--- config.mk ---
export PLATFORM = sky130hd
export DESIGN_NAME = encoder_position_bang_bang_drive_core
export DESIGN_NICKNAME = d
export VERILOG_FILES = /design/src/hw/rtl/epbb_pkg.sv /design/src/hw/rtl/epbb_cfg.sv /design/src/hw/rtl/encoder_position_bang_bang_drive_core.sv
export SDC_FILE = /design/constraint.sdc
export NUM_CORES = 1
export LEC_CHECK = 0
export ABC_AREA = 1
export BUFFER_PORTS_ARGS = -buffer_cell sky130_fd_sc_hd__clkbuf_2
export CORE_MARGIN = 5
export CORE_UTILIZATION = 51
export CTS_CLUSTER_DIAMETER = 40
export DETAILED_ROUTE_END_ITERATION = 10
export PLACE_DENSITY = 0.73
export SLEW_MARGIN = 15
export SYNTH_ARGS = -nofsm -noshare
export SYNTH_HDL_FRONTEND = slang
export SYNTH_SLANG_ARGS = --single-unit
--- constraint.sdc ---
create_clock -name clk -period 20.7 [get_ports clk]
set_input_delay 1.035 -clock clk [delete_from_list [all_inputs] [get_ports clk]]
set_output_delay 1.035 -clock clk [all_outputs]
set_load 0.02 [all_outputs]
--- src/hw/rtl/epbb_pkg.sv ---
// shared types, register indexes and constants of the encoder position drive
`timescale 1ns / 1ps
`default_nettype none

package epbb_pkg;

	// field widths
	localparam int GEAR_W     = 10;
	localparam int LIMIT_W    = 11;
	localparam int BAND_W     = 7;
	localparam int ANGLE_W    = 8;
	localparam int POS_OUT_W  = 32;
	localparam int CFG_IDX_W  = 2;
	localparam int CFG_DATA_W = 11;

	// signed width of products of the gear ratio with a degree value
	localparam int PROD_W = 23;

	localparam int COUNT_WIDTH_DEFAULT = 32;

	// register reset values
	localparam logic [GEAR_W-1:0]  GEAR_RESET  = 10'd100;
	localparam logic [LIMIT_W-1:0] LIMIT_RESET = 11'd720;
	localparam logic [BAND_W-1:0]  BAND_RESET  = 7'd3;

	// derived thresholds that match the register reset values
	localparam logic signed [PROD_W-1:0] LIM_LO_RESET  = 23'sd72000;
	localparam logic signed [PROD_W-1:0] LIM_HI_RESET  = 23'sd72099;
	localparam logic signed [PROD_W-1:0] HOME_HI_RESET = 23'sd99;
	localparam logic signed [PROD_W-1:0] BAND_G_RESET  = 23'sd300;

	// register indexes
	localparam logic [CFG_IDX_W-1:0] REG_GEAR_RATIO = 2'd0;
	localparam logic [CFG_IDX_W-1:0] REG_LIMIT_DEG  = 2'd1;
	localparam logic [CFG_IDX_W-1:0] REG_DEADBAND   = 2'd2;

	// motor command codes
	typedef enum logic [1:0] {
		DRIVE_STOP = 2'd0,
		DRIVE_CW   = 2'd1,
		DRIVE_CCW  = 2'd2
	} drive_t;

	// one sample transaction
	typedef struct packed {
		logic               enc_a;
		logic               enc_b;
		logic               target_valid;
		logic [ANGLE_W-1:0] target_angle;
	} in_item_t;

	// one result transaction
	typedef struct packed {
		drive_t                        drive;
		logic signed [POS_OUT_W-1:0]   position_count;
		logic                          returning_home;
		logic [ANGLE_W-1:0]            target_degrees;
	} out_item_t;

	// thresholds worked out from the configuration registers
	typedef struct packed {
		logic signed [PROD_W-1:0] lim_lo;
		logic signed [PROD_W-1:0] lim_hi;
		logic signed [PROD_W-1:0] home_hi;
		logic signed [PROD_W-1:0] band_g;
	} cfg_derived_t;

endpackage

`default_nettype wire

--- src/hw/rtl/epbb_cfg.sv ---
// configuration registers and the count thresholds derived from them
`timescale 1ns / 1ps
`default_nettype none

module epbb_cfg (
	input  wire logic                             clk,
	input  wire logic                             arst_n,
	input  wire logic                             cfg_valid,
	input  wire logic [epbb_pkg::CFG_IDX_W-1:0]   cfg_index,
	input  wire logic [epbb_pkg::CFG_DATA_W-1:0]  cfg_data,
	output logic [epbb_pkg::GEAR_W-1:0]           gear_eff,
	output epbb_pkg::cfg_derived_t                derived
);

	logic [epbb_pkg::GEAR_W-1:0]  gear_q;
	logic [epbb_pkg::LIMIT_W-1:0] limit_q;
	logic [epbb_pkg::BAND_W-1:0]  band_q;

	logic [epbb_pkg::GEAR_W+epbb_pkg::LIMIT_W-1:0] lim_prod;
	logic [epbb_pkg::GEAR_W+epbb_pkg::BAND_W-1:0]  band_prod;
	logic signed [epbb_pkg::PROD_W-1:0]           g_minus1;
	epbb_pkg::cfg_derived_t                       derived_d;
	epbb_pkg::cfg_derived_t                       derived_q;

	// register writes, unknown indexes are dropped
	always_ff @(posedge clk or negedge arst_n) begin
		if (!arst_n) begin
			gear_q  <= epbb_pkg::GEAR_RESET;
			limit_q <= epbb_pkg::LIMIT_RESET;
			band_q  <= epbb_pkg::BAND_RESET;
		end else if (cfg_valid) begin
			case (cfg_index)
				epbb_pkg::REG_GEAR_RATIO: gear_q  <= cfg_data[epbb_pkg::GEAR_W-1:0];
				epbb_pkg::REG_LIMIT_DEG:  limit_q <= cfg_data[epbb_pkg::LIMIT_W-1:0];
				epbb_pkg::REG_DEADBAND:   band_q  <= cfg_data[epbb_pkg::BAND_W-1:0];
				default: ;
			endcase
		end
	end

	// a zero gear ratio behaves as one
	assign gear_eff = (gear_q == '0) ? epbb_pkg::GEAR_W'(1) : gear_q;

	// limit window [q*g, q*g+g-1], widened to -(g-1) for a zero limit
	always_comb begin
		lim_prod  = (epbb_pkg::GEAR_W+epbb_pkg::LIMIT_W)'(gear_eff)
			* (epbb_pkg::GEAR_W+epbb_pkg::LIMIT_W)'(limit_q);
		band_prod = (epbb_pkg::GEAR_W+epbb_pkg::BAND_W)'(gear_eff)
			* (epbb_pkg::GEAR_W+epbb_pkg::BAND_W)'(band_q);
		g_minus1  = epbb_pkg::PROD_W'(gear_eff) - epbb_pkg::PROD_W'(1);
		derived_d.home_hi = g_minus1;
		derived_d.band_g  = epbb_pkg::PROD_W'(band_prod);
		derived_d.lim_hi  = epbb_pkg::PROD_W'(lim_prod) + g_minus1;
		derived_d.lim_lo  = (limit_q == '0) ? -g_minus1 : epbb_pkg::PROD_W'(lim_prod);
	end

	// thresholds are registered again behind the configuration registers
	always_ff @(posedge clk or negedge arst_n) begin
		if (!arst_n) begin
			derived_q.lim_lo  <= epbb_pkg::LIM_LO_RESET;
			derived_q.lim_hi  <= epbb_pkg::LIM_HI_RESET;
			derived_q.home_hi <= epbb_pkg::HOME_HI_RESET;
			derived_q.band_g  <= epbb_pkg::BAND_G_RESET;
		end else begin
			derived_q <= derived_d;
		end
	end

	assign derived = derived_q;

endmodule

`default_nettype wire

--- src/hw/rtl/encoder_position_bang_bang_drive_core.sv ---
// top level: quadrature position count, return-home sequencing and deadband drive
`timescale 1ns / 1ps
`default_nettype none

// Takes one encoder sample per transaction and returns one result per sample. A sample
// passes through an input register, where the new target angle is multiplied by the gear
// ratio, and then through the position, homing and drive logic into the output register.
// A new sample can be accepted every cycle while the output is not stalled; the rate is
// set by the position update, which must finish before the next sample. A configuration
// write is taken every cycle; the thresholds derived from it are registered behind the
// configuration registers. The position count is held in COUNT_WIDTH bits, saturates at
// the signed range, and the result carries its low 32 bits.
module encoder_position_bang_bang_drive_core #(
	parameter int COUNT_WIDTH = epbb_pkg::COUNT_WIDTH_DEFAULT
) (
	input  wire logic                             clk,
	input  wire logic                             arst_n,
	input  wire logic                             in_valid,
	output logic                                  in_ready,
	input  wire epbb_pkg::in_item_t               in_data,
	output logic                                  out_valid,
	input  wire logic                             out_ready,
	output epbb_pkg::out_item_t                   out_data,
	input  wire logic                             cfg_valid,
	output logic                                  cfg_ready,
	input  wire logic [epbb_pkg::CFG_IDX_W-1:0]   cfg_index,
	input  wire logic [epbb_pkg::CFG_DATA_W-1:0]  cfg_data
);

	localparam int CMP_W = ((COUNT_WIDTH > epbb_pkg::POS_OUT_W) ? COUNT_WIDTH
		: epbb_pkg::POS_OUT_W) + 2;
	localparam logic signed [COUNT_WIDTH-1:0] POS_MAX = {1'b0, {(COUNT_WIDTH-1){1'b1}}};
	localparam logic signed [COUNT_WIDTH-1:0] POS_MIN = {1'b1, {(COUNT_WIDTH-1){1'b0}}};

	logic [epbb_pkg::GEAR_W-1:0] gear_eff;
	epbb_pkg::cfg_derived_t      derived;

	// input stage
	logic                               valid_s1;
	epbb_pkg::in_item_t                 item_s1;
	logic signed [epbb_pkg::PROD_W-1:0] ta_g_s1;

	// tracking state
	logic                               last_a_q;
	logic                               last_b_q;
	logic signed [COUNT_WIDTH-1:0]      pos_q;
	logic                               homing_q;
	logic [epbb_pkg::ANGLE_W-1:0]       hold_q;
	logic signed [epbb_pkg::PROD_W-1:0] tpos_q;

	// output stage
	logic                               out_valid_q;
	epbb_pkg::out_item_t                out_q;

	logic                               advance;
	logic                               step_up;
	logic                               step_dn;
	logic signed [COUNT_WIDTH-1:0]      pos_new;
	logic signed [CMP_W-1:0]            pos_x;
	logic                               in_limit;
	logic                               in_home;
	logic                               home_start;
	logic                               homing_mid;
	logic                               homing_new;
	logic [epbb_pkg::ANGLE_W-1:0]       hold_new;
	logic signed [epbb_pkg::PROD_W-1:0] tpos_new;
	logic signed [CMP_W-1:0]            t_lo;
	logic signed [CMP_W-1:0]            t_hi;
	epbb_pkg::out_item_t                out_d;
	logic [epbb_pkg::GEAR_W+epbb_pkg::ANGLE_W-1:0] ta_prod;
	logic [epbb_pkg::GEAR_W+epbb_pkg::ANGLE_W-1:0] hold_prod;

	epbb_cfg u_cfg (
		.clk       (clk),
		.arst_n    (arst_n),
		.cfg_valid (cfg_valid),
		.cfg_index (cfg_index),
		.cfg_data  (cfg_data),
		.gear_eff  (gear_eff),
		.derived   (derived)
	);

	assign cfg_ready = 1'b1;

	// handshake: the input stage drains whenever the output register is free or emptying
	assign advance  = valid_s1 && (!out_valid_q || out_ready);
	assign in_ready = !valid_s1 || advance;

	assign ta_prod   = (epbb_pkg::GEAR_W+epbb_pkg::ANGLE_W)'(gear_eff)
		* (epbb_pkg::GEAR_W+epbb_pkg::ANGLE_W)'(in_data.target_angle);
	assign hold_prod = (epbb_pkg::GEAR_W+epbb_pkg::ANGLE_W)'(gear_eff)
		* (epbb_pkg::GEAR_W+epbb_pkg::ANGLE_W)'(hold_q);

	// input register with the new target already scaled to counts
	always_ff @(posedge clk or negedge arst_n) begin
		if (!arst_n) begin
			valid_s1 <= 1'b0;
		end else if (in_ready) begin
			valid_s1 <= in_valid;
		end
	end

	always_ff @(posedge clk) begin
		if (in_valid && in_ready) begin
			item_s1 <= in_data;
			ta_g_s1 <= epbb_pkg::PROD_W'(ta_prod);
		end
	end

	// quadrature decode, a rising edge on both channels cancels out
	always_comb begin
		step_up = (item_s1.enc_a && !last_a_q && !item_s1.enc_b)
			|| (item_s1.enc_b && !last_b_q && item_s1.enc_a);
		step_dn = (item_s1.enc_a && !last_a_q && item_s1.enc_b)
			|| (item_s1.enc_b && !last_b_q && !item_s1.enc_a);
		if (step_up && !step_dn && pos_q != POS_MAX) begin
			pos_new = pos_q + COUNT_WIDTH'(1);
		end else if (step_dn && !step_up && pos_q != POS_MIN) begin
			pos_new = pos_q - COUNT_WIDTH'(1);
		end else begin
			pos_new = pos_q;
		end
		pos_x = CMP_W'(pos_new);
	end

	// return-home sequencing, targets are ignored while homing
	always_comb begin
		in_limit   = (pos_x >= CMP_W'(derived.lim_lo)) && (pos_x <= CMP_W'(derived.lim_hi));
		in_home    = (pos_x >= CMP_W'(-derived.home_hi)) && (pos_x <= CMP_W'(derived.home_hi));
		home_start = !homing_q && in_limit;
		homing_mid = homing_q || home_start;
		homing_new = homing_mid && !in_home;
		if (home_start || (homing_mid && in_home)) begin
			hold_new = '0;
			tpos_new = '0;
		end else if (item_s1.target_valid && !homing_mid) begin
			hold_new = item_s1.target_angle;
			tpos_new = ta_g_s1;
		end else begin
			hold_new = hold_q;
			tpos_new = tpos_q;
		end
	end

	// deadband drive decision
	always_comb begin
		t_lo = CMP_W'(tpos_new) - CMP_W'(derived.band_g);
		t_hi = CMP_W'(tpos_new) + CMP_W'(derived.band_g);
		if (pos_x < t_lo) begin
			out_d.drive = epbb_pkg::DRIVE_CW;
		end else if (pos_x > t_hi) begin
			out_d.drive = epbb_pkg::DRIVE_CCW;
		end else begin
			out_d.drive = epbb_pkg::DRIVE_STOP;
		end
		out_d.position_count = pos_x[epbb_pkg::POS_OUT_W-1:0];
		out_d.returning_home = homing_new;
		out_d.target_degrees = hold_new;
	end

	// tracking state, target product refreshed between transactions after a ratio change
	always_ff @(posedge clk or negedge arst_n) begin
		if (!arst_n) begin
			last_a_q <= 1'b1;
			last_b_q <= 1'b1;
			pos_q    <= '0;
			homing_q <= 1'b0;
			hold_q   <= '0;
			tpos_q   <= '0;
		end else if (advance) begin
			last_a_q <= item_s1.enc_a;
			last_b_q <= item_s1.enc_b;
			pos_q    <= pos_new;
			homing_q <= homing_new;
			hold_q   <= hold_new;
			tpos_q   <= tpos_new;
		end else begin
			tpos_q   <= epbb_pkg::PROD_W'(hold_prod);
		end
	end

	// output register
	always_ff @(posedge clk or negedge arst_n) begin
		if (!arst_n) begin
			out_valid_q <= 1'b0;
		end else if (advance) begin
			out_valid_q <= 1'b1;
		end else if (out_ready) begin
			out_valid_q <= 1'b0;
		end
	end

	always_ff @(posedge clk) begin
		if (advance) begin
			out_q <= out_d;
		end
	end

	assign out_valid = out_valid_q;
	assign out_data  = out_q;

	// the home sequence always runs towards a zero target
	assert property (@(posedge clk) disable iff (!arst_n)
		homing_q |-> (hold_q == '0))
		else $error("homing with a non-zero target");

	// the count moves by at most one per transaction
	assert property (@(posedge clk) disable iff (!arst_n)
		advance |=> (pos_q == $past(pos_q)) || (pos_q == $past(pos_q) + COUNT_WIDTH'(1))
			|| (pos_q == $past(pos_q) - COUNT_WIDTH'(1)))
		else $error("position jumped by more than one count");

	// a stalled input stage keeps its transaction
	assert property (@(posedge clk) disable iff (!arst_n)
		valid_s1 && !advance |=> valid_s1 && $stable(item_s1))
		else $error("input stage lost a stalled transaction");

	// the target product tracks the held target between transactions
	assert property (@(posedge clk) disable iff (!arst_n)
		!advance |=> (tpos_q == $past(epbb_pkg::PROD_W'(hold_prod))))
		else $error("target product out of step with held target");

endmodule

`default_nettype wire
==> summary.txt <==
Drt
  – Post-detailed-route wirelength per cell: 15.55 microns
  – First-pass detailed-route iteration total: 5
  – Starting DRC count in detailed routing: 1323
  – Via total after detailed routing: 23.32k
  – Antenna violation net count after detailed routing: 0
  – Final routed wirelength across all metal layers: 70500 microns
  – DR DRC count: 0
  – Vias per Instance: 5.144

Clock network
  – Clk root buf: sky130_fd_sc_hd__clkbuf_16
  – CTS clock-pin slew for the worst setup and hold paths: 0.04 ns
  – Worst-skew pair later-pin latency: 0.58 ns
  – Clock net sink count: 242
  – Inserted Clock Buffers: 45
  – Count of hold-fix buffers inserted at cts: 0
  – Level count of the clock H-tree: 2
  – Setup repair bufs after CTS: 0
  – CTS tree: yes
  – Maximum buffer depth of the clock tree: 3
  – Post-CTS resize count: 0

Global routing
  – Vias in the first global route: 22.80k
  – Largest net degree at the start of global routing: 103
  – Global-route wire length before repair: 115900 microns
  – Antenna violations before repair: 3
  – Global route total overflow: 0
  – GRT Util Overall: 23.34%

Worst setup path
  – Worst setup path endpoint: out_data[42]
  – Cell seen most often among critical-path stages: sky130_fd_sc_hd__nand2_1
  – Largest delay share family, worst path: simple AND/OR/NAND/NOR gates
  – Required time of the critical path: 21.03 ns
  – CP max FO: 40
  – Launching element of the worst setup path: pos_q[18]
  – CP max stage delay: 0.64 ns
  – Critical R2R Capture: out_data[42]
  – Cells on worst reg2reg path: 49
  – Start-to-end type of the worst setup path: flop to flop
  – Setup slack of the most critical reg-to-reg path: 10.45 ns
  – Number of cells on the critical path: 49
  – Worst path slowest cell: sky130_fd_sc_hd__a21oi_1
  – Arr. time, crit path: 10.58 ns
  – Crit start category: flop
  – Startpoint of the most critical register-to-register path: pos_q[18]
  – Crit path capture type: flop
  – Buffers and inverters on the worst path: 6

Place
  – Number of input and output port buffers inserted: 73
  – Final RePlAce weighted congestion: 0.9455
  – Half-perimeter wire length after detailed placement: 54790 microns
  – Post-Place Cell Area: 0.02985 sq mm

Yosys
  – Leading post-synthesis cells by cell area: sky130_fd_sc_hd__ha_1 (18%), sky130_fd_sc_hd__fa_1 (14%), sky130_fd_sc_hd__dfrtp_1 (12%), sky130_fd_sc_hd__nand2_1 (12%), sky130_fd_sc_hd__inv_1 (9.2%)
  – Most common cell in the netlist: sky130_fd_sc_hd__nand2_1
  – Synthesis-stage register bit count: 242
  – Most used flip-flop cell after synthesis: sky130_fd_sc_hd__dfrtp_1
  – Synth Instances: 3719
  – Unique masters post-synth: 66
  – Post-synthesis instance area: 0.02880 sq mm
  – Share of the synthesized area in the top cell type: 18.16%
  – Number of enable flip-flop cells after synthesis: 72
  – Commonest cells in the synthesized netlist: sky130_fd_sc_hd__nand2_1 (910), sky130_fd_sc_hd__inv_1 (709), sky130_fd_sc_hd__ha_1 (418)
  – Fraction of registers with async set/reset: 70.25%
  – Yosys warnings: 0
  – Per-instance average area after synthesis: 7.745 sq um
  – Biggest area consumer among synthesized cells: sky130_fd_sc_hd__ha_1
  – Post-synthesis sequential area ratio: 22.42%

STA
  – Accumulated negative setup slack: 0 ns
  – Transition time at the pin with the least slew margin: 1.012 ns
  – Worst-case clock skew: 0.01596 ns
  – Minimum period implied by the final worst setup slack: 10.25 ns
  – Portion of the clock cycle consumed by the worst path in the final layout: 49.51%
  – Unrepaired setup endpoints after global routing: no
  – Final setup fails: 0
  – Pins Over Slew Limit: 0
  – Slew headroom: 32.11%
  – Number of hold-slack violations in the final timing report: 0
  – Top achievable clock speed: 0.09757 GHz

Power and ir drop
  – Switch share: 51.63%
  – Combinational cell fraction of total power: 69.8%
  – P per Cell Area: 173.7 mW/mm^2
  – Switching Power: 2.819 mW
  – Leakage: 17.75 nW
  – Peak supply drop: 0.1109 mV
  – Internal power summed over all cells: 2.641 mW
  – Part of the total power dissipated in sequential elements: 16.2%
  – Clock network power share: 14.0%

Floorplanning
  – Total die area: 0.06133 sq mm
  – Row cnt: 87
  – Placeable core area: 0.05617 sq mm
  – Number of top-level design ports: 75
  – Vert. Die Dim: 247.6 microns
  – Initial standard-cell utilization of the core: 51.28%
  – Horizontal die dimension: 247.6 microns

Finish
  – Number of inserted filler cells in the final layout: 5226
  – Fraction of final layout cells sized beyond drive strength 1: 7.599%
  – Area growth from synthesis to layout: 9.105%
  – Design Area, Final: 0.03143 sq mm
  – Antenna Diode Count: 0
  – Nets@finish: 4396

Hold path
  – Worst min-delay path class: flop to flop

Run status
  – Result of the run: finished clean

Job
  – Max Cap Viol: 0
==> stage by stage <==
stage / utilization [%] / power [mW] / hold WS, ns / std cells / setup slack (ns)
floorplan: - / 3.755 / 0.4512 / 3720 / 12.47
global placement: 53.14 / 4.597 / 0.4766 / 4450 / 10.85
global route: 55.95 / 6.079 / 0.5149 / 4533 / 9.327
CTS: 55.94 / 5.472 / 0.4969 / 4533 / 10.57
detailed placement: 53.14 / 4.665 / 0.4907 / 4450 / 10.59
finish: 55.95 / 5.459 / 0.4918 / 4533 / 10.45
==> per-layer routing <==
metal / vias to the layer above / global-route usage (%) / routed length (microns)
li1: 11710 / - / -
met4: 4 / 7.245 / 2256
met3: 121 / 3.500 / 3954
met1: 10900 / 31.90 / 32210
met2: 586 / 38.56 / 32050
met5: - / 0 / 29
==> layout by cell type, fill, tap and decap left out, types with 20 or more instances in the layout <==
cell type,synthesis,routed
sky130_fd_sc_hd__inv_1,709,707
sky130_fd_sc_hd__nor3_1,35,35
sky130_fd_sc_hd__a21oi_1,209,209
sky130_fd_sc_hd__inv_2,22,22
sky130_fd_sc_hd__ha_1,418,418
sky130_fd_sc_hd__nand2_1,910,909
sky130_fd_sc_hd__buf_4,4,34
sky130_fd_sc_hd__xnor2_1,25,25
sky130_fd_sc_hd__nand4_1,49,49
sky130_fd_sc_hd__nand3_1,91,91
sky130_fd_sc_hd__o21ai_1,20,20
sky130_fd_sc_hd__nor2_1,216,216
sky130_fd_sc_hd__dfrtp_1,138,138
sky130_fd_sc_hd__o21ai_0,144,144
sky130_fd_sc_hd__clkbuf_2,0,72
sky130_fd_sc_hd__clkbuf_16,0,47
sky130_fd_sc_hd__dfstp_2,32,32
sky130_fd_sc_hd__xor2_1,137,137
sky130_fd_sc_hd__fa_1,208,208
sky130_fd_sc_hd__edfxtp_1,72,72
==> kinds of logic after synthesis <==
| kind of cell | Yosys count | share of synthesized area [%] |
|---|---|---|
| buf+inv | 866 | 11.46 |
| fa+ha+maj | 626 | 32.62 |
| simple gates | 1363 | 19.65 |
| xor+xnor | 163 | 5.022 |
| flops | 242 | 22.42 |
| compound gates | 458 | 8.827 |
| other cells | 1 | 0.01302 |
==> registers in the layout (all words and copies together) (netlist names) <==
signal	cells
u_cfg.derived	74
out_data	43
pos_q	32
tpos_q	23
ta_g_s1	18
item_s1	11
u_cfg.limit_q	11
u_cfg.gear_q	10
hold_q	8
u_cfg.band_q	7
homing_q	1
last_a_q	1
last_b_q	1
out_valid	1
valid_s1	1
==> area by class of cell <==
| cell class | count | area (sq um) | area share (%) |
|---|---|---|---|
| timing repair buffer | 107 | 629.4 | 2.003 |
| clock inverter | 29 | 359.1 | 1.143 |
| inverter | 733 | 2755 | 8.767 |
| sequential | 242 | 6456 | 20.54 |
| clock buffer | 54 | 1212 | 3.858 |
| multi-input combinational | 2612 | 19070 | 60.67 |
| tap | 756 | 945.9 | 3.010 |
==> power by group through the flow <==
stage	Clock (mW)	Combinational [mW]	Sequential (mW)
after global placement	0	3.71	0.885
after CTS	0.780	3.81	0.882
after detailed placement	0	3.78	0.888
final	0.766	3.81	0.883
after floorplan	0	2.92	0.830
after global routing	0.801	4.37	0.905
==> how the worst min path moves through the flow <==
stage | start | endpoint | slack (ns) | depth (start not counted)
after CTS | last_b_q | last_b_q | 0.50 | 2
after floorplan | u_cfg.band_q[2] | u_cfg.band_q[2] | 0.45 | 2
after global placement | last_a_q | last_a_q | 0.48 | 2
after detailed placement | last_b_q | last_b_q | 0.49 | 2
after global routing | last_a_q | last_a_q | 0.51 | 2
final | last_b_q | last_b_q | 0.49 | 2
==> tightest hold or removal path: cells and delay by family, from the launching register on <==
| kind | cells | cell delay (ns) |
|---|---|---|
| AND/OR/NAND/NOR | 1 | 0.05 |
| flip-flops | 1 | 0.36 |
| AO/OA/AOI/OAI | 1 | 0.07 |
No activity file was read; power rests on OpenSTA's default activity.
